<file path="config.mk">
export PLATFORM = sky130hd
export DESIGN_NAME = sdd_mac
export DESIGN_NICKNAME = d
export VERILOG_FILES = /design/src/sv/sdd_pkg.sv /design/src/sv/sdd_mac.sv
export SDC_FILE = /design/constraint.sdc
export NUM_CORES = 2
export LEC_CHECK = 0
export BUFFER_PORTS_ARGS = -buffer_cell sky130_fd_sc_hd__buf_2
export CAP_MARGIN = 20
export CORE_MARGIN = 5
export CORE_UTILIZATION = 35
export CTS_BUF_LIST = sky130_fd_sc_hd__clkbuf_8
export CTS_CLUSTER_DIAMETER = 120
export CTS_CLUSTER_SIZE = 14
export DETAILED_ROUTE_END_ITERATION = 10
export MAX_ROUTING_LAYER = met4
export PLACE_DENSITY = 0.55
export SLEW_MARGIN = 15
export SYNTH_ARGS = -nofsm -noshare
export SYNTH_HDL_FRONTEND = slang
export SYNTH_SLANG_ARGS = --single-unit
</file>
<file path="constraint.sdc">
create_clock -name clk -period 9.7 [get_ports clk]
set_input_delay 0.485 -clock clk [delete_from_list [all_inputs] [get_ports clk]]
set_output_delay 0.485 -clock clk [all_outputs]
set_load 0.05 [all_outputs]
</file>
<file path="src/sv/sdd_pkg.sv">
`timescale 1ns / 1ps
// Shared types, constants and constant functions for the shortest double-to-decimal block.
// No dependencies; every other file imports this package.
package sdd_pkg;

  localparam int IN_W      = 63;
  localparam int SIG_W     = 57;
  localparam int EXP_W     = 10;
  localparam int MANT_BITS = 52;
  localparam int EXP_BIAS  = 1023;
  localparam int MUL_BITS  = 125;
  localparam int MUL_W     = MUL_BITS + 1;
  localparam int INV_ROWS  = 292;
  localparam int POW_ROWS  = 326;
  localparam int ROW_AW    = 9;
  localparam int ACC_W     = 192;
  localparam int E2_OFFSET = EXP_BIAS + MANT_BITS + 2;

  localparam logic [47:0] LOG10_2_MUL   = 48'd169464822037455;
  localparam logic [47:0] LOG10_5_MUL   = 48'd196742565691928;
  localparam logic [20:0] POW5_BITS_MUL = 21'd1217359;

  typedef enum logic [4:0] {
    S_IDLE, S_DEC, S_LOG, S_SH, S_MUL, S_MULW, S_WIN, S_TZ,
    S_P5F, S_P5FW, S_P5L, S_P5W, S_RISS, S_RWAIT, S_RDEC, S_FIN
  } sdd_state_t;

  typedef enum logic [1:0] {P5_VR, P5_VM, P5_VP} p5_mode_t;

  typedef struct packed {
    logic       clr;
    logic       valid;
    logic [2:0] pos;
  } mac_ctl_t;

  typedef logic [INV_ROWS-1:0][MUL_W-1:0] inv_tbl_t;
  typedef logic [POW_ROWS-1:0][MUL_W-1:0] pow_tbl_t;

  // Bit length of 5^n.
  function automatic logic [9:0] pow5_bits(input logic [ROW_AW-1:0] n);
    logic [29:0] p;
    p = 30'(n) * 30'(POW5_BITS_MUL);
    return 10'(p >> 19) + 10'd1;
  endfunction

  // Top MUL_BITS bits of 5^n.
  function automatic pow_tbl_t build_pow_tbl();
    pow_tbl_t      tbl;
    logic [1023:0] p;
    logic [1023:0] w;
    int            b;
    tbl = '0;
    p   = 1024'd1;
    for (int n = 0; n < POW_ROWS; n++) begin
      b      = int'(pow5_bits(ROW_AW'(n)));
      w      = (p << MUL_BITS) >> b;
      tbl[n] = MUL_W'(w);
      p      = p * 1024'd5;
    end
    return tbl;
  endfunction

  // floor(2^(b-1+MUL_BITS) / 5^n) + 1, worked out by restoring long division
  // over the single set bit of the dividend.
  function automatic inv_tbl_t build_inv_tbl();
    inv_tbl_t      tbl;
    logic [1023:0] p;
    logic [1023:0] r;
    logic [MUL_W-1:0] quo;
    int            b;
    int            top;
    tbl = '0;
    p   = 1024'd1;
    for (int n = 0; n < INV_ROWS; n++) begin
      b   = int'(pow5_bits(ROW_AW'(n)));
      top = b - 1 + MUL_BITS;
      r   = '0;
      quo = '0;
      for (int k = top; k >= 0; k--) begin
        r   = {r[1022:0], (k == top) ? 1'b1 : 1'b0};
        quo = {quo[MUL_W-2:0], 1'b0};
        if (r >= p) begin
          r      = r - p;
          quo[0] = 1'b1;
        end
      end
      tbl[n] = quo + MUL_W'(1);
      p      = p * 1024'd5;
    end
    return tbl;
  endfunction

endpackage

</file>
<file path="src/sv/sdd_mac.sv">
`timescale 1ns / 1ps
// Shared 32x32 multiplier with a shifted 192-bit accumulator behind it.
// Depends on sdd_pkg for the control struct.
module sdd_mac import sdd_pkg::*; (
  input  logic             clk,
  input  logic             rst_n,
  input  mac_ctl_t         ctl,
  input  logic [31:0]      a,
  input  logic [31:0]      b,
  output logic [ACC_W-1:0] acc_r
);

  logic [63:0] prod_r;
  logic [2:0]  pos_r;
  logic        v_r;

  always_ff @(posedge clk) begin
    prod_r <= a * b;
    pos_r  <= ctl.pos;
  end

  always_ff @(posedge clk) begin
    if (!rst_n || ctl.clr) begin
      v_r   <= 1'b0;
      acc_r <= '0;
    end else begin
      v_r <= ctl.valid;
      if (v_r) begin
        acc_r <= acc_r + (ACC_W'(prod_r) << {pos_r, 5'b0});
      end
    end
  end

endmodule

</file>
# [Word-level counts from Yosys, hierarchy flattened]
# Cells that the tools add are included.
[totals] out_inout_bits=192 input_bits=71 register_bits=260 wordCells=9
[classes] n_addsub=1 reduce_logical=2 multipliers=1 shifts=1
[op_table] operator="$add 192x192->192" n=1
[op_table] operator="$shl 64x8->192" n=1
[op_table] operator="$mul 32x32->64" n=1
[op_table] operator="$logic_not 1->1" n=1
[op_table] operator="$logic_or 1x1->1" n=1

# [Logic depth before layout (Yosys ltp)]
[logic_depth] word_depth=2 mapped_depth=31 mapped_depth_nobuf=29

# [Worst setup path after synthesis]
# OpenSTA, ideal clock, no wires.
[synth_path] kind="input to register" start="input port b[2]" end="register prod_r[61]" arrival_time_ps=7559 setup_slack_ps=2069 cell_stages=29 cell_sequence="clkbuf_1 > and2_1 > fa_1 > inv_1 > fa_1 > fa_1 > fa_1 > inv_1 > fa_1 > inv_1 > fa_1 > inv_1 > fa_1 > fa_1 > ha_1 > clkbuf_1 > a21oi_1 > o22ai_1 > o22ai_1 > o221a_2 > a21oi_1 > o21ai_1 > o211ai_1 > a21oi_2 > o21ai_1 > a311o_1 > and3_1 > a221oi_2 > xnor2_1"
[synth_between] elab_chain_cells=1
[synth_rtl] element="start: declaration" line="sdd_mac.sv:9" text="input logic [31:0] b,"
[synth_rtl] element="$mul 32x32->64" line="sdd_mac.sv:18" text="prod_r <= a * b;"
[synth_rtl] element="end signal: assignment" line="sdd_mac.sv:18"
[synth_rtl] element="end: declaration" line="sdd_mac.sv:13" text="logic [63:0] prod_r;"
# No other way between the ends.
# A chain may end at the register's enable or synchronous reset.

# [Worst setup path after layout]
[layout_path] start="input port b[8]" end="register prod_r[62]"
# Same word-level chain as after synthesis.

==> results.md <==
* Reg2Reg Setup Slack at between 2000 and 2500 ps
* Initial Util at a little over a third
* CP Buf/Inv Count at 5
* CTS sink cnt at 260
* Worst EP required at 10290 ps
* # port buffers at approximately 260
* Met3 wire length at about 15000 um
* Post-route cell area at between 0.05 and 0.06 mm^2
* Fin. max-slew vios at 0
* Hold_sp: ctl[4]
* Die ar. at 0.167 mm^2
* Post-synth cell types at 81
* CTS root buf: clkbuf_8
* Delay-heaviest family, CP: adder cells
* CP Capture Type: register
* Fin crit share at between 80% and 90%
* Post-CTS sizing at 0
* Synth Flop Type: dfxtp_1
* Syn_area_per_cell at around 8 um^2
* Final setup viols at 0
* CP max stage cell: buf_2
* Num ports at 263
* Net Count, Synth at 8224
* Highest metal used: met4
* Hold Fails Final Rpt at 0
* Drt initial violations at about 3.7k
* Area delta synth->final at 6.10%
* Max incr delay on CP at about 640 ps
* GR Util All Layers at 26.5%
* Core Region at around 0.16 mm^2
* CP Max Fanout at 32
* Routed WL per cell at about 25 um
* Crit start category: primary input
* Max cap viols at 0
* Crit Path Class: primary input to register
* Die Ht at slightly above 400 um
* Row count at 146
* Placed cell area at around 0.059 mm^2
* CTS H-tree lvls at 1
* Setup TNS at 0 ps
* CTS buffer count at 22
* CTS Hold Bufs at 4
* WL final at 220000 um
* DR DRC count at 0
* Area of the multi-input gates at 0.0455 mm^2
* Hold Crit Depth at 3
* End point of the worst hold path: acc_r[88]
* Die X at 409 um
* Reg2reg start: pos_r[2]
* Final Util at approximately 37%
* Worst-Skew Late Latency at ~710 ps
* Layout cells sized above 1 at approximately 6.2%
* Layout fillers at 16.5k
* EDFF count, synth at 0
* CTS tree: built
* Final Wtd Congestion at about 1
* Clk slew on worst S/H paths at ~90 ps
* First-pass GRT wire length at 327000 um
* Worst Hold Class: primary input to register
* Ranking of synthesized cells by area: fa_1 32%, ha_1 10%, dfxtp_1 9.3%
* Pre-antenna DRT Iters at 6
* Synth Warn # at 0
* Worst Tran Pin Value at about 1200 ps
* Rel. slew slack at 21.4%
* Antenna Violating Nets Remaining at 0
* GR Overflow Total at 0
* Register bit total from synthesis at 260
* Worst r2r path cells at 20
* Post-CTS Setup Inserts at 0
* Nets at between 8k and 9k
* RSZ-0062 raised after global routing: false
* Yosys top cell by area: fa_1
* Vias/cell at 5.42
* Syn Inst Count at 6802
* Asr flop ratio synth at 0%
* Minimum clock period at around 8300 ps
* Critical R2R Capture: acc_r[185]
* Final Skew at 85.4 ps
* Most common cell after layout, fill and taps aside: inv_1
* Antenna violations before repair at 12
* Outcome: completed
* Largest net degree at the start of global routing at between 60 and 70
* Vias at roughly 48k
* Wl on met1 at between 90000 and 100000 um
* Metal2 WL at between 100000 and 150000 um
* Post-Syn Area at ~0.056 mm^2
* Clk buf depth at 3
* Vias in the first global route at between 40k and 50k
* Share of the synthesized area in the top cell type at 32.2%
* Most frequent cells in the layout: 933 x inv_1, 897 x fa_1, 816 x nand2_1, 632 x and2_1, 470 x nor2_1
* Max Clock Freq at between 100 and 150 MHz
* Register area at 0.00521 mm^2
* HPWL after detailed placement at between 150000 and 200000 um
* Register area share after synthesis at 9.34%
* Crit path top cell by count: fa_1
* Critical Path AT at 8860 ps
==> cell usage after synthesis, drive strengths merged (11+ instances only) <==
cell	instances
a211oi	17
a21boi	13
a21o	132
a21oi	441
a22o	38
a22oi	33
a31oi	38
and2	632
and3	22
and4	11
buf	53
clkbuf	337
dfxtp	260
fa	897
ha	454
inv	933
mux2i	108
nand2	817
nand2b	21
nand3	45
nand4	117
nor2	475
nor2b	16
nor3	46
nor4	23
o211ai	12
o21a	30
o21ai	311
o21bai	82
o31ai	18
or2	16
xnor2	158
xor2	91
==> state kept, by name, indices dropped and copies added, names as in the netlist <==
| signal | cells |
|---|---|
| acc_r | 192 |
| v_r | 1 |
| pos_r | 3 |
| prod_r | 64 |
==> worst max-delay path by stage <==
stage / startpoint / end / slack, ps / cells after the start
floorplan: b[2] / prod_r[61] / 2070 / 29
global placement: b[10] / prod_r[62] / 840 / 27
detailed placement: b[10] / prod_r[62] / 720 / 27
CTS: b[10] / prod_r[62] / 1430 / 27
global route: b[8] / prod_r[62] / 1020 / 27
finish: b[8] / prod_r[62] / 1420 / 27
==> layer usage <==
layer,vias up,GRT usage [%]
met5,-,-
met4,0,8.08
met3,297,3.43
met2,1834,42.7
met1,24100,34.9
li1,21800,-
==> metrics by stage <==
| stage | hold slack [ps] | std cells | setup WS, ps |
|---|---|---|---|
| after floorplan | 513 | 6802 | 2070 |
| after global placement | 470 | 8821 | 840 |
| after detailed placement | 480 | 8824 | 725 |
| after CTS | 54.2 | 8853 | 1430 |
| after global routing | 134 | 8857 | 1020 |
| final | 115 | 8861 | 1420 |
==> layout make-up <==
class / count / area share (%)
Clock buffer: 23 / 0.536
Multi-Input combinational cell: 5219 / 77.0
Antenna cell: 8 / 0.0339
Timing Repair Buffer: 344 / 3.28
Sequential cell: 260 / 8.82
Clock inverter: 2 / 0.0212
Tap cell: 2072 / 4.39
Inverter: 933 / 5.93
==> worst register-to-register path, stage by stage, from the launching register on <==
cell and delay, ps:
dfxtp_1 330, buf_4 340, or2_2 660, nor2_1 350, buf_4 300, and2_1 230
ha_1 420, nand2_1 140, nor2_1 210, nand3_1 250, nor3_1 410, o31ai_1 280
a31oi_1 360, nor3_1 80, buf_4 180, o31ai_1 890, a21oi_1 440, o21ai_1 480
a21boi_1 230, or4_1 460, nand3_1 100
==> logic make-up after synthesis <==
| logic type | after synthesis | share of synthesized area [%] |
|---|---|---|
| buffers and inverters | 1323 | 9.04 |
| DFF | 260 | 9.34 |
| adders and majority gates | 1351 | 42.4 |
| muxes | 109 | 1.96 |
| xor gates and xnor gates | 249 | 3.92 |
| and+or+nand+nor | 2264 | 19.6 |
| AOI/OAI and AO/OA | 1246 | 13.7 |
Power is left out: the tool's default activity adds up to more than one toggle a clock period on the data nets, which glitch-free logic cannot reach.
